`config.mk`:
```
export PLATFORM = sky130hd
export DESIGN_NAME = upgrade_header_checker_top
export DESIGN_NICKNAME = d
export VERILOG_FILES = /design/src/design/uhc_pkg.sv /design/src/design/uhc_ram.sv /design/src/design/uhc_dp.sv /design/src/design/uhc_ctrl.sv /design/src/design/upgrade_header_checker_top.sv
export SDC_FILE = /design/constraint.sdc
export NUM_CORES = 1
export LEC_CHECK = 0
export BUFFER_PORTS_ARGS = -buffer_cell sky130_fd_sc_hd__buf_2
export CAP_MARGIN = 20
export CORE_MARGIN = 4
export CORE_UTILIZATION = 39
export CTS_BUF_LIST = sky130_fd_sc_hd__clkbuf_8
export CTS_CLUSTER_SIZE = 16
export DETAILED_ROUTE_END_ITERATION = 7
export SLEW_MARGIN = 20
export SYNTH_ARGS = -nofsm -noshare
export SYNTH_HDL_FRONTEND = slang
export SYNTH_SLANG_ARGS = --single-unit
```
`constraint.sdc`:
```
create_clock -name i_clk -period 5.84 [get_ports i_clk]
set_clock_uncertainty 0.15 [all_clocks]
set_input_delay 0.876 -clock i_clk [delete_from_list [all_inputs] [get_ports i_clk]]
set_output_delay 0.876 -clock i_clk [all_outputs]
set_load 0.05 [all_outputs]
```
`src/design/uhc_pkg.sv`:
```
// Shared types, constants and the CRC-32 byte step for the upgrade header checker.
// No dependencies.
package uhc_pkg;

    localparam int HEADER_MAX_DEF = 256;
    localparam int DIGEST_BYTES   = 20;
    localparam int DESC_MAX       = 128;
    localparam int DIG_AW         = $clog2(DIGEST_BYTES);

    localparam logic [31:0] HDR_MIN      = 32'd40;
    localparam logic [31:0] VER_END      = 32'd4;
    localparam logic [31:0] LEN_END      = 32'd8;
    localparam logic [31:0] LEN_LAST     = 32'd7;
    localparam logic [31:0] SIZE_END     = 32'd12;
    localparam logic [31:0] DIGEST_START = 32'd12;
    localparam logic [31:0] DIGEST_END   = 32'(12 + DIGEST_BYTES);
    localparam logic [31:0] DESC_START   = 32'd32;
    localparam logic [31:0] DESC_END     = 32'(32 + DESC_MAX);
    localparam logic [31:0] CRC_LEN      = 32'd4;
    localparam logic [31:0] VERSION_OK   = 32'd1;
    localparam logic [31:0] CRC_INIT     = 32'hFFFF_FFFF;
    localparam logic [31:0] CRC_POLY     = 32'hEDB8_8320;

    typedef enum logic [3:0] {
        K_COLLECT  = 4'd0,
        K_HDR_OK   = 4'd1,
        K_DIGEST   = 4'd2,
        K_PAYLOAD  = 4'd3,
        K_BAD_SIZE = 4'd4,
        K_BAD_VER  = 4'd5,
        K_BAD_CRC  = 4'd6,
        K_BAD_DESC = 4'd7,
        K_REJECT   = 4'd8
    } t_kind;

    typedef struct packed {
        logic take;       // input request accepted, update state and load result
        logic dig_start;  // header-ok result taken, show first digest byte
        logic dig_next;   // digest byte taken, advance to the next one
    } t_cmd;

    typedef struct packed {
        logic hdr_ok;     // result on display is header ok
        logic dig_last;   // digest byte on display is the final one
    } t_status;

    function automatic logic [31:0] crc_byte(input logic [31:0] crc_in,
                                             input logic [7:0]  b);
        logic [31:0] c;
        c = crc_in ^ {24'd0, b};
        for (int k = 0; k < 8; k++) begin
            c = c[0] ? ((c >> 1) ^ CRC_POLY) : (c >> 1);
        end
        return c;
    endfunction

endpackage

```
`src/design/uhc_ram.sv`:
```
// Generic single-write, single-read RAM with registered read data.
// No dependencies.
module uhc_ram #(
    parameter int WIDTH = 8,
    parameter int DEPTH = 20
) (
    input  logic                     i_clk,
    input  logic                     i_we,
    input  logic [$clog2(DEPTH)-1:0] i_waddr,
    input  logic [WIDTH-1:0]         i_wdata,
    input  logic [$clog2(DEPTH)-1:0] i_raddr,
    output logic [WIDTH-1:0]         o_rdata
);

    logic [WIDTH-1:0] r_mem [DEPTH];
    logic [WIDTH-1:0] r_rdata;

    always_ff @(posedge i_clk) begin
        if (i_we) begin
            r_mem[i_waddr] <= i_wdata;
        end
        r_rdata <= r_mem[i_raddr];
    end

    assign o_rdata = r_rdata;

endmodule

```
`src/design/uhc_dp.sv`:
```
// Datapath: header fields, CRC, terminator flag, digest store and result registers.
// Depends on uhc_pkg and uhc_ram.
module uhc_dp #(
    parameter int HEADER_MAX = uhc_pkg::HEADER_MAX_DEF
) (
    input  logic             i_clk,
    input  logic             i_rst_n,
    input  uhc_pkg::t_cmd    i_cmd,
    output uhc_pkg::t_status o_status,
    input  logic             i_mode,
    input  logic [7:0]       i_data_byte,
    output logic [3:0]       o_kind,
    output logic [7:0]       o_data_out,
    output logic [31:0]      o_image_size,
    output logic             o_last
);

    localparam int CW = $clog2(HEADER_MAX + 1);
    localparam int AW = uhc_pkg::DIG_AW;

    typedef enum logic [1:0] {
        PH_COLLECT = 2'd0,
        PH_PAYLOAD = 2'd1,
        PH_ERROR   = 2'd2
    } t_phase;

    t_phase       r_phase, n_phase;
    logic [CW-1:0] r_count, n_count;
    logic [31:0]  r_len, n_len;
    logic [31:0]  r_version, n_version;
    logic [31:0]  r_psize, n_psize;
    logic [31:0]  r_crc, n_crc;
    logic [31:0]  r_rcrc, n_rcrc;
    logic         r_term, n_term;
    logic [AW-1:0] r_dig_idx, n_dig_idx;

    uhc_pkg::t_kind r_kind, n_kind;
    logic [7:0]   r_data, n_data;
    logic [31:0]  r_size, n_size;
    logic         r_last, n_last;

    logic [31:0]  count_ext;
    logic [31:0]  waddr_full;
    logic         ram_we;
    logic [7:0]   ram_rdata;

    assign count_ext  = 32'(r_count);
    assign waddr_full = count_ext - uhc_pkg::DIGEST_START;

    always_comb begin
        n_phase   = r_phase;
        n_count   = r_count;
        n_len     = r_len;
        n_version = r_version;
        n_psize   = r_psize;
        n_crc     = r_crc;
        n_rcrc    = r_rcrc;
        n_term    = r_term;
        n_kind    = uhc_pkg::K_COLLECT;
        n_data    = 8'd0;
        n_size    = 32'd0;
        n_last    = 1'b1;
        ram_we    = 1'b0;
        if (!i_mode) begin
            n_phase   = PH_COLLECT;
            n_count   = '0;
            n_len     = 32'd0;
            n_version = 32'd0;
            n_psize   = 32'd0;
            n_crc     = uhc_pkg::CRC_INIT;
            n_rcrc    = 32'd0;
            n_term    = 1'b0;
        end else if (r_phase == PH_PAYLOAD) begin
            n_kind = uhc_pkg::K_PAYLOAD;
            n_data = i_data_byte;
        end else if (r_phase != PH_COLLECT) begin
            n_kind = uhc_pkg::K_REJECT;
        end else begin
            n_count = r_count + 1'b1;
            if (count_ext < uhc_pkg::VER_END) begin
                n_version = {r_version[23:0], i_data_byte};
            end else if (count_ext < uhc_pkg::LEN_END) begin
                n_len = {r_len[23:0], i_data_byte};
            end else if (count_ext < uhc_pkg::SIZE_END) begin
                n_psize = {r_psize[23:0], i_data_byte};
            end else if (count_ext < uhc_pkg::DIGEST_END) begin
                ram_we = i_cmd.take;
            end
            // Bytes 0..7 always feed the CRC; the last four header bytes are the check value.
            if (count_ext < uhc_pkg::LEN_END || count_ext + uhc_pkg::CRC_LEN < r_len) begin
                n_crc = uhc_pkg::crc_byte(r_crc, i_data_byte);
            end else begin
                n_rcrc = {r_rcrc[23:0], i_data_byte};
            end
            if (i_data_byte == 8'd0 && count_ext >= uhc_pkg::DESC_START
                    && count_ext < uhc_pkg::DESC_END) begin
                n_term = 1'b1;
            end
            if (count_ext == uhc_pkg::LEN_LAST
                    && (n_len > 32'(HEADER_MAX) || n_len < uhc_pkg::HDR_MIN)) begin
                n_phase = PH_ERROR;
                n_kind  = uhc_pkg::K_BAD_SIZE;
            end else if (count_ext >= uhc_pkg::LEN_END && count_ext + 32'd1 == r_len) begin
                n_phase = PH_ERROR;
                if (r_version != uhc_pkg::VERSION_OK) begin
                    n_kind = uhc_pkg::K_BAD_VER;
                end else if (~n_crc != n_rcrc) begin
                    n_kind = uhc_pkg::K_BAD_CRC;
                end else if (!n_term) begin
                    n_kind = uhc_pkg::K_BAD_DESC;
                end else begin
                    n_phase = PH_PAYLOAD;
                    n_kind  = uhc_pkg::K_HDR_OK;
                    n_size  = r_psize;
                    n_last  = 1'b0;
                end
            end
        end
    end

    // Read address runs one step ahead so the registered read shows the current index.
    always_comb begin
        n_dig_idx = r_dig_idx;
        if (i_cmd.take) begin
            n_dig_idx = '0;
        end else if (i_cmd.dig_next) begin
            n_dig_idx = r_dig_idx + 1'b1;
        end
    end

    always_ff @(posedge i_clk) begin
        if (!i_rst_n) begin
            r_phase   <= PH_COLLECT;
            r_count   <= '0;
            r_len     <= 32'd0;
            r_version <= 32'd0;
            r_psize   <= 32'd0;
            r_crc     <= uhc_pkg::CRC_INIT;
            r_rcrc    <= 32'd0;
            r_term    <= 1'b0;
            r_dig_idx <= '0;
        end else begin
            r_dig_idx <= n_dig_idx;
            if (i_cmd.take) begin
                r_phase   <= n_phase;
                r_count   <= n_count;
                r_len     <= n_len;
                r_version <= n_version;
                r_psize   <= n_psize;
                r_crc     <= n_crc;
                r_rcrc    <= n_rcrc;
                r_term    <= n_term;
            end
        end
    end

    always_ff @(posedge i_clk) begin
        if (i_cmd.take) begin
            r_kind <= n_kind;
            r_data <= n_data;
            r_size <= n_size;
            r_last <= n_last;
        end else if (i_cmd.dig_start) begin
            r_kind <= uhc_pkg::K_DIGEST;
            r_data <= 8'd0;
            r_size <= 32'd0;
            r_last <= (r_dig_idx == AW'(uhc_pkg::DIGEST_BYTES - 1));
        end else if (i_cmd.dig_next) begin
            r_last <= (r_dig_idx == AW'(uhc_pkg::DIGEST_BYTES - 2));
        end
    end

    uhc_ram #(
        .WIDTH (8),
        .DEPTH (uhc_pkg::DIGEST_BYTES)
    ) u_digest_ram (
        .i_clk   (i_clk),
        .i_we    (ram_we),
        .i_waddr (waddr_full[AW-1:0]),
        .i_wdata (i_data_byte),
        .i_raddr (n_dig_idx),
        .o_rdata (ram_rdata)
    );

    assign o_status.hdr_ok   = (r_kind == uhc_pkg::K_HDR_OK);
    assign o_status.dig_last = (r_dig_idx == AW'(uhc_pkg::DIGEST_BYTES - 1));

    assign o_kind       = r_kind;
    assign o_data_out   = (r_kind == uhc_pkg::K_DIGEST) ? ram_rdata : r_data;
    assign o_image_size = r_size;
    assign o_last       = r_last;

endmodule

```
`src/design/uhc_ctrl.sv`:
```
// Controller: sequences input requests, result display and the digest run.
// Depends on uhc_pkg.
module uhc_ctrl (
    input  logic             i_clk,
    input  logic             i_rst_n,
    input  logic             i_in_valid,
    output logic             o_in_ready,
    output logic             o_out_valid,
    input  logic             i_out_ready,
    input  uhc_pkg::t_status i_status,
    output uhc_pkg::t_cmd    o_cmd
);

    typedef enum logic [1:0] {
        S_IN  = 2'd0,
        S_OUT = 2'd1,
        S_DIG = 2'd2
    } t_state;

    t_state r_state, n_state;
    logic   r_in_ready;
    logic   r_out_valid;
    logic   out_take;

    assign out_take = r_out_valid && i_out_ready;

    assign o_cmd.take      = (r_state == S_IN) && r_in_ready && i_in_valid;
    assign o_cmd.dig_start = (r_state == S_OUT) && out_take && i_status.hdr_ok;
    assign o_cmd.dig_next  = (r_state == S_DIG) && out_take && !i_status.dig_last;

    always_comb begin
        n_state = r_state;
        unique case (r_state)
            S_IN: begin
                if (o_cmd.take) begin
                    n_state = S_OUT;
                end
            end
            S_OUT: begin
                if (out_take) begin
                    n_state = i_status.hdr_ok ? S_DIG : S_IN;
                end
            end
            S_DIG: begin
                if (out_take && i_status.dig_last) begin
                    n_state = S_IN;
                end
            end
            default: n_state = S_IN;
        endcase
    end

    always_ff @(posedge i_clk) begin
        if (!i_rst_n) begin
            r_state     <= S_IN;
            r_in_ready  <= 1'b1;
            r_out_valid <= 1'b0;
        end else begin
            r_state     <= n_state;
            r_in_ready  <= (n_state == S_IN);
            r_out_valid <= (n_state != S_IN);
        end
    end

    assign o_in_ready  = r_in_ready;
    assign o_out_valid = r_out_valid;

endmodule

```
`src/design/upgrade_header_checker_top.sv`:
```
// Upgrade header checker: top level joining controller and datapath.
// Depends on uhc_pkg, uhc_ctrl, uhc_dp (and uhc_ram below it).
//
// Usage:
//  - Input channel (i_in_valid / o_in_ready) takes one request per item: mode 0
//    begins a new upload and clears all state, mode 1 carries the next image byte.
//  - Output channel (o_out_valid / i_out_ready) returns the results. Every request
//    yields one result, except the byte that completes a good header: it yields a
//    header-ok result carrying the image size, then the 20 digest bytes in order,
//    with o_last set only on the final digest byte.
//  - Timing: the result appears in the cycle after the request is accepted. The
//    block works on one request at a time: a request is accepted, then its results
//    are handed off, the header-completing request with its digest run. The bound
//    is the single result register shared by input and output, with one digest byte
//    shown per cycle from the digest RAM while the receiver is ready.
//  - CRC-32 of each byte before the check value is computed in the cycle it is taken.
//  - Errors latch: after a failed check every byte returns a rejected result until
//    the next begin request.
//  - Reset (i_rst_n low, synchronous) leaves the block as if a begin request had
//    just been handled, with no result pending and o_in_ready high.
//  - When the receiver stalls, hold the displayed result; no new request is taken
//    until every result of the current one has been delivered.
module upgrade_header_checker_top #(
    parameter int HEADER_MAX = uhc_pkg::HEADER_MAX_DEF
) (
    input  logic        i_clk,
    input  logic        i_rst_n,
    input  logic        i_in_valid,
    output logic        o_in_ready,
    input  logic        i_mode,
    input  logic [7:0]  i_data_byte,
    output logic        o_out_valid,
    input  logic        i_out_ready,
    output logic [3:0]  o_kind,
    output logic [7:0]  o_data_out,
    output logic [31:0] o_image_size,
    output logic        o_last
);

    uhc_pkg::t_cmd    cmd;
    uhc_pkg::t_status status;

    // Sequence requests and result handoff.
    uhc_ctrl u_ctrl (
        .i_clk       (i_clk),
        .i_rst_n     (i_rst_n),
        .i_in_valid  (i_in_valid),
        .o_in_ready  (o_in_ready),
        .o_out_valid (o_out_valid),
        .i_out_ready (i_out_ready),
        .i_status    (status),
        .o_cmd       (cmd)
    );

    // Collect the header, run the checks, hold the result on display.
    uhc_dp #(
        .HEADER_MAX (HEADER_MAX)
    ) u_dp (
        .i_clk        (i_clk),
        .i_rst_n      (i_rst_n),
        .i_cmd        (cmd),
        .o_status     (status),
        .i_mode       (i_mode),
        .i_data_byte  (i_data_byte),
        .o_kind       (o_kind),
        .o_data_out   (o_data_out),
        .o_image_size (o_image_size),
        .o_last       (o_last)
    );

endmodule

```
Yosys cells after proc, flatten, opt, wreduce, memory -nomap -nowiden
Memories as Yosys holds them, arrays and structs flattened. A register that Yosys moved wholly into a read port is not among the register bits.
Index checks and enable logic that the tools add are counted.
{"block": "totals", "ram_bits": 160, "regBits": 226, "output_inout_bits": 47, "word_cells": 196, "memories": 1}
{"memory": "u_dp.u_digest_ram.r_mem", "words": 20, "width": 8, "rd": 1, "rd_clocked_by_memory_dff": 1, "write_ports": 1, "line": "uhc_ram.sv:15", "text": "logic [WIDTH-1:0] r_mem [DEPTH];"}
{"block": "classes", "n_eq_ne": 18, "bitwise_logic": 10, "n_reduce_logical": 26, "mux": 110, "n_lt_le_gt_ge": 10, "add_sub_neg": 5}
{"cell": "32-bit two-way mux", "count": 50}
{"cell": "13-bit NOT with 14-bit output", "count": 8}
{"cell": "8-bit two-way mux", "count": 5}
{"cell": "4-bit two-way mux", "count": 9}
{"cell": "32-bit == test", "count": 1}
{"cell": "32-bit by 9-bit greater-than comparator with 1-bit output, second input constant", "count": 1}
{"cell": "32-bit < comparator", "count": 1}
{"cell": "32-bit by 6-bit < comparator with 1-bit output, second input constant", "count": 1}
{"cell": "32-bit by 1-bit inequality test with 1-bit output, second input constant", "count": 1}
{"cell": "32-bit inequality test", "count": 1}
{"cell": "32-bit NOT", "count": 1}
{"cell": "32-bit by 8-bit bitwise XOR with 32-bit output", "count": 1}
{"cell": "1-bit two-way mux", "count": 27}
{"cell": "9-bit two-way mux", "count": 3}
{"cell": "2-bit two-way mux", "count": 12}
{"cell": "9-bit by 4-bit < comparator with 1-bit output, second input constant", "count": 2}
{"cell": "1-bit logical AND", "count": 12}
{"cell": "9-bit by 1-bit adder with 10-bit output, second input constant", "count": 1}
{"cell": "9-bit by 3-bit adder with 10-bit output, second input constant", "count": 1}
{"cell": "5-bit == test, second input constant", "count": 2}
{"cell": "5-bit two-way mux", "count": 2}
{"cell": "9-bit by 1-bit adder with 9-bit output, second input constant", "count": 1}
{"cell": "9-bit by 3-bit == test with 1-bit output, second input constant", "count": 1}
{"cell": "9-bit by 4-bit >= comparator with 1-bit output, second input constant", "count": 1}
{"cell": "24 further kinds", "count": 34}

Longest topological paths before layout
Gate-level depths: netlist of the first run.
{"block": "logic_depth", "word_depth": 31, "depth_mapped": 14, "mapped_depth_nobuf": 12}

Hierarchy
Synthesis of the first run repeated with hierarchy kept, for this count alone.
{"block": "hier_totals", "hier_cells": 1507, "area_unflattened_um2": 18186.2}
{"mod": "uhc_dp", "cells_per_inst": 1182, "instances": 1, "area_per_inst_um2": 11523.6}
{"mod": "uhc_ram", "cells_per_inst": 308, "instances": 1, "area_per_inst_um2": 6482.5}
{"mod": "uhc_ctrl", "cells_per_inst": 17, "instances": 1, "area_per_inst_um2": 180.2}

Worst setup path after synthesis of the first run
OpenSTA, ideal clock, no wires.
{"block": "synth_path", "kind": "reg-to-reg", "start": "register u_dp.r_count[2]", "end": "register u_dp.r_last (netlist: u_dp.o_last) (data pin)", "path_slack_ns": 1.802, "synth_period_minus_slack_ns": 4.038, "t_arrival_ns": 3.623, "path_stages_with_launch": 14, "setup_time_ns": 0.265, "path_buffers": 2, "t_required_ns": 5.425, "path_cell_list": "dfxtp_1 > clkbuf_1 > nand3_1 > xnor2_1 > ha_1 > and3_1 > a221oi_1 > nor2_1 > o31a_1 > a211o_1 > or4_4 > a2111oi_4 > buf_6 > a21oi_1"}
{"block": "synth_via", "elab_chain_len": 17, "word_cells_on_any_way": 46, "classes_between": "2 x add/sub; 8 x order compare; 3 x eq/ne; 26 x mux; 1 x bitwise; 6 x reduce/logical"}
{"item": "from (decl)", "line": "uhc_dp.sv:28", "text": "logic [CW-1:0] r_count, n_count;"}
{"item": "from (signal assigned)", "line": "uhc_dp.sv:146", "text": "r_count <= n_count;"}
{"item": "9-bit by 3-bit adder with 10-bit output", "line": "uhc_dp.sv:90", "text": "if (count_ext < uhc_pkg::LEN_END || count_ext + uhc_pkg::CRC_LEN < r_len) begin"}
{"item": "32-bit < comparator", "line": "uhc_dp.sv:90"}
{"item": "1-bit logical OR", "line": "uhc_dp.sv:90"}
{"item": "32-bit two-way mux", "line": "uhc_dp.sv:90"}
{"item": "32-bit two-way mux", "line": "uhc_dp.sv:76", "text": "end else if (r_phase != PH_COLLECT) begin"}
{"item": "32-bit two-way mux", "line": "uhc_dp.sv:73", "text": "end else if (r_phase == PH_PAYLOAD) begin"}
{"item": "32-bit two-way mux", "line": "uhc_dp.sv:64", "text": "if (!i_mode) begin"}
{"item": "32-bit NOT", "line": "uhc_dp.sv:107", "text": "end else if (~n_crc != n_rcrc) begin"}
{"item": "32-bit inequality test", "line": "uhc_dp.sv:107"}
{"item": "1-bit two-way mux", "line": "uhc_dp.sv:107"}
{"item": "1-bit two-way mux", "line": "uhc_dp.sv:105", "text": "if (r_version != uhc_pkg::VERSION_OK) begin"}
{"item": "1-bit two-way mux", "line": "uhc_dp.sv:103", "text": "end else if (count_ext >= uhc_pkg::LEN_END && count_ext + 32'd1 == r_len) begin"}
{"item": "1-bit two-way mux *", "line": "uhc_dp.sv:99", "text": "if (count_ext == uhc_pkg::LEN_LAST"}
{"item": "1-bit two-way mux *", "line": "uhc_dp.sv:76"}
{"item": "1-bit two-way mux *", "line": "uhc_dp.sv:73"}
{"item": "1-bit two-way mux *", "line": "uhc_dp.sv:64"}
{"item": "1-bit two-way mux *", "line": "uhc_dp.sv:158", "text": "if (i_cmd.take) begin"}
{"item": "to (signal assigned)", "line": "uhc_dp.sv:162", "text": "r_last <= n_last;"}
{"item": "to (signal assigned)", "line": "uhc_dp.sv:167", "text": "r_last <= (r_dig_idx == AW'(uhc_pkg::DIGEST_BYTES - 1));"}
{"item": "to (signal assigned)", "line": "uhc_dp.sv:169", "text": "r_last <= (r_dig_idx == AW'(uhc_pkg::DIGEST_BYTES - 2));"}
{"item": "to (decl)", "line": "uhc_dp.sv:40", "text": "logic r_last, n_last;"}
Every way passes the cells marked *; elsewhere a longest branch is shown, timed or not. The select of a mux whose other input is x is not followed.
A chain may end at the register's enable or synchronous reset.

Worst setup path after layout of the first run
Ends and elaborated chain as after synthesis.

==> impl_metrics.toml, run 1 <==
[status]
status = "finished clean"

[pwr]
p_per_area_nw_per_um2 = 330
finalPower_mw = 6.60
p_leak_nw = 7.05
vdd_ir_drop_max_mv = 0.158

[final_layout]
fin_cells = 2399
final_net_count = 1786
fin_area_um2 = 20000
final_core_util_pct = 45.0
areaGrowthSynthToFinish_pct = 13.2
insertedDiodeCount = 0
final_layout_size_suffix_gt1_share_pct = 12.6

[detailed_routing]
vias = 13000
routed_via_density = 5.41
drt_iter0_drc = 1039
wl_per_cell_um = 19.4
drt-total-wl_mm = 46.5
dr.pass1.iters = 5
drc = 0
ant_nets = 0

[floorplanning]
die_y_um = 221
die_w_um = 221
rows = 77
initial_utilization_pct = 39.8
ios = 60
die_area_um2 = 48900
coreArea_um2 = 44500

[sta]
whs_ns = 0.302
period_minus_slack_ns = 4.75
tightest_slew_ns = 1.04
layout_worst_path_cycle_share_pct = 81.3
fmax_mhz = 211
setup_viol = 0
hold_viol = 0
maxSlewHeadroom_pct = 30.4
maxSlewViolCount = 0
fin_tns_setup_ns = 0
rsz0062_at_grt = "no"
worst_slack_ns = 1.09

[setup_path]
path_cells = "ha_1 -> nand3_1 -> xnor2_1 -> ha_1 -> and3_1 -> a221oi_1 -> nor2_1 -> o31ai_1 -> a41oi_1 -> a2111oi_4 -> buf_4 -> a21oi_1"
crit_path_max_fanout = 33
cp_slowest_cell = "o31ai_1"
crit_top_cell = "ha_1"
crit_type = "reg -> reg"
reg2reg_depth = 12
r2r-end = "u_dp.o_last"
r2r_slack_ns = 1.09
timing.rr.start = "u_dp.r_count[2]"
worstSetupEndpointType = "flop"
crit_arrival_ns = 4.95
cp-start-kind = "flop"
cp.required_ns = 6.04
critPathMaxStageDelay_ns = 0.79

[clock_network]
clk_latency_ns = 0.61
clkSlewWorstSetupHoldPaths_ns = 0.06
cts_root_buf = "clkbuf_8"
cts_resized = 0
cts_tree = "yes"
htree_levels = 3
cts_setup_buffers = 0
cts_num_sinks = 394
postCtsHoldBufs = 0
cts-buffers-inserted = 69
cts.path.max_buffers = 3

[yosys]
synth_warnings = 0
synth_area_leaders = "edfxtp_1, dfxtp_1, nand2_1, xnor2_1, nand3_1"
synthTopCellsByCount = "nand2_1, edfxtp_1, dfxtp_1, nor2_1, nand3_1"
synth_flop_cell = "edfxtp_1"
synth_edf_count = 205
ys_types = 67
syn-instance-count = 1705
synth_most_common_cell = "nand2_1"
ys_seq_area_share_pct = 56.2
ys_seq_elements = 394
synth_top_area_share_pct = 34.8
syn_avg_cell_area_um2 = 10.4
syn_area_um2 = 17700
synth_top_cell_by_area = "edfxtp_1"
synth_fp_nets = 1738
synthArstFlopShare_pct = 0

[worst_hold_path]
whs_endpoint = "u_dp.r_version[27]"
hold_path_class = "reg -> reg"
worstHoldPathCells = 2
hold_start = "u_dp.r_version[27]"

[global_route]
antenna_found_initial = 0
grt_max_degree = 103
grt_pass1_vias = 12900
gr-total-overflow = 0
track_usage_pct = 18.5
grt_pass1_wl_mm = 73.1

[run]
drv_cap = 0

[placement]
gp_congestion = 0.909
post-place-ws_ns = 1.07
dp_hpwl_mm = 30.0
io_buffer_count = 59
place_inst = 2274
post_dp_cell_area_um2 = 18600
==> state kept, by name, indices dropped and copies added, names as in the netlist, 5 cells and up <==
register	cells
u_dp.r_count	9
u_dp.r_crc	32
u_dp.r_dig_idx	5
u_dp.r_version	32
u_dp.o_image_size	32
u_dp.r_rcrc	32
u_dp.u_digest_ram.o_rdata	8
u_dp.u_digest_ram.r_mem	160
u_dp.r_data	8
u_dp.r_psize	32
u_dp.r_len	32
==> layout by cell type (no fill, tap or decap), drive strengths merged, types with 4 or more instances in the layout <==
| cell type | n |
|---|---|
| nor3b | 5 |
| edfxtp | 205 |
| inv | 49 |
| clkbuf | 87 |
| ha | 20 |
| xor2 | 28 |
| a31oi | 5 |
| xnor3 | 7 |
| a22oi | 73 |
| buf | 85 |
| nand4 | 7 |
| o22ai | 31 |
| nand3 | 110 |
| a311o | 16 |
| and3 | 25 |
| xnor2 | 109 |
| or3 | 4 |
| nor3 | 28 |
| clkinv | 8 |
| nor4 | 31 |
| and2 | 71 |
| o211ai | 19 |
| o21a | 5 |
| nor2 | 136 |
| or4 | 9 |
| nand2 | 261 |
| dfxtp | 189 |
| mux2 | 9 |
| a211oi | 29 |
| a21oi | 75 |
| o21ai | 26 |
==> worst max path at each step <==
stage                  end  depth (start not counted)  slack, ns       startpoint
3_3_place_gp   u_dp.o_last                         10       1.18   i_data_byte[7]
2_1_floorplan  u_dp.o_last                         13       1.80  u_dp.r_count[2]
4_1_cts        u_dp.o_last                         13       1.19  u_dp.r_count[2]
6_report       u_dp.o_last                         12       1.09  u_dp.r_count[2]
3_5_place_dp   u_dp.o_last                         10       1.07   i_data_byte[7]
5_1_grt        u_dp.o_last                         12       0.85  u_dp.r_count[2]
==> report_power, final <==
part           internal [mW]  switching, mW  leakage (nW)
Combinational          0.350          0.608          2.83
Sequential              2.97         0.0464          3.39
Clock                   1.48           1.14         0.829
Total                   4.81           1.79          7.05
==> cells by family after synthesis <==
group,count (synthesis),synth area share (%)
compound gates,300,11.5
mux,10,0.629
simple gates,705,18.6
fa+ha+maj,20,1.41
buf+inv,132,2.99
flops,394,56.2
xor+xnor,144,8.69
==> per-layer routing <==
layer | vias to the layer above | GRT usage (%) | wire length, µm
li1 | 6216 | - | -
met1 | 6359 | 22.9 | 19700
met2 | 290 | 32.2 | 23200
met3 | 106 | 3.23 | 1770
met4 | 0 | 7.49 | 1830
met5 | - | 0 | 0
==> critical path, delay by kind of cell (launching register included) <==
family / cells / cell delay (ns)
AOI/OAI and AO/OA: 5 / 2.05
DFF: 1 / 0.68
xor gates and xnor gates: 1 / 0.17
and+or+nand+nor: 3 / 0.43
buffers and inverters: 1 / 0.35
adders and majority gates: 2 / 0.65
==> cell type report <==
cell class	count	area (µm²)
repair buffers	85	490
multi-input cells	1179	7300
inverters	24	92.6
well taps	592	741
fillers	4224	24500
clock inverters	38	263
flip-flops and latches	394	9940
clock buffers	87	1200
(Power assumes the default switching activity.)
==> run 2, diff against run 1 <==
==> constraint.sdc (replaced) <==
create_clock -name i_clk -period 3.9 [get_ports i_clk]
set_clock_uncertainty 0.15 [all_clocks]
set_input_delay 0.585 -clock i_clk [delete_from_list [all_inputs] [get_ports i_clk]]
set_output_delay 0.585 -clock i_clk [all_outputs]
set_load 0.05 [all_outputs]
==> run 2 against run 1 <==
Compared with the run above:
- via count increased by 2.5%
- register-to-register slack got worse by 1.1 ns
- sequential share of layout area shrank 1.7 points
- sequential power increased by 50%
- wire length rose by 1.9%
- count of clock-buffer cells in the layout shrank 11
- global-route usage increased by 0.38 points
- worst setup slack worse by 1.1 ns
==> impl_metrics.toml, run 2 (synthesis gave the netlist of run 1 again) <==
[status]
status = "finished clean"

[sta]
setup_viol = 0
layout_worst_path_cycle_share_pct = 99.7
maxSlewViolCount = 0
tightest_slew_ns = 0.850
rsz0062_at_grt = "yes"
maxSlewHeadroom_pct = 43.2
period_minus_slack_ns = 3.89
fmax_mhz = 257
hold_viol = 0
whs_ns = 0.302

[pwr]
p_seq_share_pct = 46.5
p_switching_mw = 2.71
vdd_ir_drop_max_mv = 0.216
finalPower_mw = 9.71
pwr-share-clk_pct = 37.5
p_per_area_nw_per_um2 = 467
p_int_mw = 7.00
p_sw_share_pct = 27.9
p_comb_share_pct = 16.0
p_leak_nw = 7.51

[setup_path]
cp.required_ns = 4.23
crit_path_max_fanout = 8
cp_slowest_cell = "or4_1"
crit_top_cell = "nor3_1"
crit_family = "simple AND/OR/NAND/NOR gates"
path_buf_inv = 4
crit_type = "reg -> reg"
crit_arrival_ns = 4.22
cp-start-kind = "flop"
worstSetupEndpointType = "flop"
critPathMaxStageDelay_ns = 0.57
path_cells = "buf_4 -> or4_1 -> nor3_1 -> nor3_1 -> o31a_1 -> a211o_1 -> or4_4 -> a2111oi_4 -> buf_6 -> buf_12 -> buf_16 -> and2_4"

[floorplanning]
rows = 77
die_w_um = 221
initial_utilization_pct = 39.8
die_y_um = 221
coreArea_um2 = 44500
die_area_um2 = 48900
ios = 60

[final_layout]
final_net_count = 1874
final_layout_size_suffix_gt1_share_pct = 17.3
areaGrowthSynthToFinish_pct = 17.4
final_cell_mix = "nand2_1, edfxtp_1, dfxtp_1"
n_fill_cell = 4231
fin_cells = 2487
final_common_cell = "nand2_1"
top_register = "u_dp.u_digest_ram.r_mem"
largest_reg_flops = 160

[clock_network]
cts_num_sinks = 394
htree_levels = 3
cts-buffers-inserted = 67
postCtsHoldBufs = 0
cts_root_buf = "clkbuf_8"
clkSlewWorstSetupHoldPaths_ns = 0.06
cts_tree = "yes"
clk_latency_ns = 0.62
cts.path.max_buffers = 3

[detailed_routing]
wl_per_cell_um = 19.1
drt_iter0_drc = 1058
drc = 0
drt-total-wl_mm = 47.4
ant_nets = 0
dr.pass1.iters = 7
vias = 13300
routed_via_density = 5.35

[global_route]
antenna_found_initial = 0
grt_pass1_wl_mm = 74.6
grt_max_degree = 82
grt_pass1_vias = 13100
track_usage_pct = 18.9
gr-total-overflow = 0

[placement]
gp_congestion = 0.919
place_inst = 2356
io_buffer_count = 59
dp_hpwl_mm = 31.3

[worst_hold_path]
hold_path_class = "in -> reg"

[run]
drv_cap = 0
run 2: cell types whose count changed in the layout (fill, tap and decap cells not counted), moves of 3 or more:
cell,delta
a21oi_2,+3
and2_1,-7
and2_4,+7
buf_12,+7
buf_4,+78
clkbuf_8,-11
dfxtp_1,-4
dfxtp_4,+3
inv_1,+6
run 2: path summary, 6_finish.rpt:
check	from	to	slack [ns]	cells past startpoint
worst max-delay path	u_dp.r_count[7]	u_dp.o_image_size[21]	0.01	12
worst min register to register	u_dp.r_version[24]	u_dp.r_version[24]	0.31	2
worst min-delay path	i_rst_n	u_dp.r_dig_idx[3]	0.30	3
worst max register to register	u_dp.r_count[7]	u_dp.o_image_size[21]	0.01	12
run 2: what timing repair did:
item,CTS,global route
buffers inserted,4,2
setup endpoints to repair,34,34
resized for setup,7,27
pin swaps,10,14
cloned,2,0
run 2: worst register-to-register path, delay by kind of cell (launching register included):
kind,cells,cell delay [ns]
simple gates,5,1.77
compound gates,3,0.85
buf+inv,4,0.59
flops,1,0.40
run 2: routing by layer:
metal  track usage [%]  vias to the layer above  share of wire (%)
met5                 0                        -                  0
met4              6.87                        0                3.2
met3              3.27                       97                4.8
met2              31.6                      355                 48
met1              24.8                     6453                 44
li1                  -                     6389                  -
run 2: area by class of cell:
class / count / area (µm²) / share of cell area (%)
Sequential cell: 394 / 9950 / 47.9
Multi-Input combinational cell: 1179 / 7370 / 35.5
Timing Repair Buffer: 175 / 1300 / 6.24
Clock buffer: 76 / 1050 / 5.04
Tap cell: 592 / 741 / 3.57
Clock inverter: 46 / 270 / 1.30
Inverter: 24 / 92.6 / 0.446
Antenna cell: 1 / 2.50 / 0.0120
run 2: per-stage QoR:
| step | TNS [ns] | cell area (µm²) | util, % | setup WS (ns) |
|---|---|---|---|---|
| 2_1_floorplan | 0 | 17700 | - | 0.00132 |
| 3_3_place_gp | -0.0395 | 19200 | 43.2 | -0.0395 |
| 3_5_place_dp | -0.121 | 19200 | 43.2 | -0.0659 |
| 4_1_cts | 0 | 20700 | 46.4 | 0.000590 |
| 5_1_grt | -1.33 | 20800 | 46.7 | -0.0983 |
| 6_report | 0 | 20800 | 46.7 | 0.0107 |
run 2: power groups by stage:
stage	Sequential [mW]	Clock [mW]	Combinational, mW
after floorplan	4.72	0	0.963
after global placement	4.60	0	1.54
after detailed placement	4.60	0	1.54
after CTS	4.52	3.74	1.56
after global routing	4.52	3.92	1.67
final	4.52	3.64	1.56
==> run 3, diff against run 2 <==
--- a/config.mk
+++ b/config.mk
@@ -15,4 +15,5 @@
 export SLEW_MARGIN = 20
 export SYNTH_ARGS = -nofsm -noshare
 export SYNTH_HDL_FRONTEND = slang
+export SYNTH_HIERARCHICAL = 1
 export SYNTH_SLANG_ARGS = --single-unit
==> run 3 against run 2 <==
Compared with the run above:
- die area is 2.6% higher
- first-iteration DRC count is 16% lower
- synthesized cell count down 12%
- combinational power increased by 3%
- total power fell by 1.2%
- cell area down 0.39%
- wire length is 2.9% lower
- largest power group unchanged
==> impl_metrics.toml, run 3 <==
[setup_path]
crit_arrival_ns = 4.02
reg2reg_depth = 12
cp.required_ns = 4.20
r2r_slack_ns = 0.19
crit_path_max_fanout = 33
r2r-end = "u_dp/o_image_size[8]"
timing.rr.start = "u_dp/r_count[4]"
worstSetupEndpointType = "flop"
startpoint = "u_dp/r_count[4]"
cp-start-kind = "flop"
crit_type = "reg -> reg"

[yosys]
ys_seq_elements = 394
synthArstFlopShare_pct = 0
synthTopCellsByCount = "edfxtp_1, dfxtp_1, nand2_1, nor2b_1, a22oi_1"
syn_area_um2 = 18200
syn_avg_cell_area_um2 = 12.1
synth_flop_cell = "edfxtp_1"
synth_most_common_cell = "edfxtp_1"
ys_seq_area_share_pct = 54.7
syn-instance-count = 1507
synth_warnings = 6
synth_fp_nets = 1536
synth_area_leaders = "edfxtp_1, dfxtp_1, xnor2_1, a22oi_1, nor2b_1"
synth_top_area_share_pct = 33.8
ys_types = 73
synth_edf_count = 205
synth_top_cell_by_area = "edfxtp_1"

[clock_network]
cts_root_buf = "clkbuf_8"
postCtsHoldBufs = 0
cts-buffers-inserted = 66
cts.path.max_buffers = 3
clk_latency_ns = 0.62
cts_tree = "yes"
cts_num_sinks = 394
clkSlewWorstSetupHoldPaths_ns = 0.06
htree_levels = 3

[sta]
rsz0062_at_grt = "no"
setup_viol = 0
tightest_slew_ns = 0.926
hold_viol = 0
maxSlewHeadroom_pct = 38.1
period_minus_slack_ns = 3.71
whs_ns = 0.213
maxSlewViolCount = 0
fmax_mhz = 269
fin_tns_setup_ns = 0
layout_worst_path_cycle_share_pct = 95.2

[final_layout]
fin_area_um2 = 20700
multi_input_area_um2 = 7710
areaGrowthSynthToFinish_pct = 13.8
ff_latch_area_um2 = 9940
fin_cells = 2271
insertedDiodeCount = 0
n_fill_cell = 4200
largest_reg_flops = 160
final_common_cell = "edfxtp_1"
final_net_count = 1650
top_register = "u_dp/u_digest_ram/r_mem"
final_layout_size_suffix_gt1_share_pct = 18.4
final_cell_mix = "edfxtp_1, dfxtp_1, nand2_1"

[detailed_routing]
drt-total-wl_mm = 46.0
vias = 12300
dr.max_layer_used = "met4"
dr.pass1.iters = 5
routed_via_density = 5.42
drt_iter0_drc = 892
m1WireLength_mm = 20.6
drc = 0
wl_met2_mm = 21.5
ant_nets = 0
wl_met3_mm = 2.53
wl_per_cell_um = 20.3

[pwr]
finalPower_mw = 9.60
p_per_area_nw_per_um2 = 464
p_leak_nw = 7.18
vdd_ir_drop_max_mv = 0.239

[floorplanning]
die_y_um = 224
initial_utilization_pct = 39.7
rows = 78
coreArea_um2 = 45800
die_w_um = 224
die_area_um2 = 50100
ios = 60

[placement]
place_inst = 2153
post_dp_cell_area_um2 = 19400
gp_congestion = 0.922
io_buffer_count = 59
dp_hpwl_mm = 30.7

[global_route]
grt_pass1_vias = 12200
grt_pass1_wl_mm = 71.2
track_usage_pct = 18.1
grt_max_degree = 65
antenna_found_initial = 0
gr-total-overflow = 0

[worst_hold_path]
hold_path_class = "in -> reg"
worstHoldPathCells = 3
hold_start = "i_data_byte[2]"
whs_endpoint = "u_dp/r_rcrc[2]"

[status]
status = "finished clean"

[run]
drv_cap = 0
==> run 3: cells by family (layout without fill, tap and decap cells) <==
family | Yosys count | count (layout) | synth area share [%]
flops | 394 | 394 | 54.7
mux | 73 | 73 | 6.52
simple gates | 503 | 503 | 14.9
fa+ha+maj | 16 | 16 | 1.10
compound gates | 260 | 260 | 10.1
xor+xnor | 142 | 142 | 9.53
buf+inv | 119 | 283 | 3.16
==> run 3: power by group <==
group          switching, mW  internal (mW)
Clock                   1.67           1.82
Sequential            0.0742           4.44
Combinational          0.920          0.677
==> run 3: area by class of cell <==
type / instances / area share, %
inverter: 21 / 0.381
clock inverter: 44 / 1.12
multi-input combinational: 994 / 37.3
tap: 600 / 3.63
sequential: 394 / 48.0
timing repair buffer: 144 / 4.64
clock buffer: 74 / 4.92
==> run 3: critical path: stages, from the launching register on <==
cell and delay, ns:
dfxtp_1 0.60, nand3_1 0.29, xnor2_1 0.20, ha_1 0.30, nand4_1 0.09, a211o_1 0.23
a31o_2 0.32, nor4b_1 0.47, a41oi_1 0.11, buf_4 0.18, nor4_4 0.23, buf_12 0.21
and2_1 0.15
==> run 3: layer usage <==
metal / track usage [%] / up-vias
met5: 0 / -
met4: 7.24 / 0
met3: 3.53 / 96
met2: 28.6 / 352
met1: 24.7 / 6066
li1: - / 5788
==> run 3: worst max-delay path by stage <==
stage / slack, ns / cells past startpoint / to
2_1_floorplan: 0.49 / 8 / u_dp/u_digest_ram/r_mem[0][0]
3_3_place_gp: 0.12 / 12 / u_dp/o_last
3_5_place_dp: 0.19 / 12 / u_dp/o_last
4_1_cts: 0.16 / 14 / u_dp/o_image_size[8]
5_1_grt: 0.03 / 12 / u_dp/o_image_size[8]
6_report: 0.19 / 12 / u_dp/o_image_size[8]
==> run 3: through the flow <==
step	setup slack (ns)	util [%]
final	0.189	45.2
after floorplan	0.486	-
after global routing	0.0264	45.2
after global placement	0.123	42.5
after detailed placement	0.191	42.5
after CTS	0.158	45.2
==> run 3: repair_timing <==
action / in CTS / in global routing
setup buffers: 0 / 0
endpoints found under the setup margin: 0 / 33
gates resized for setup: 0 / 3
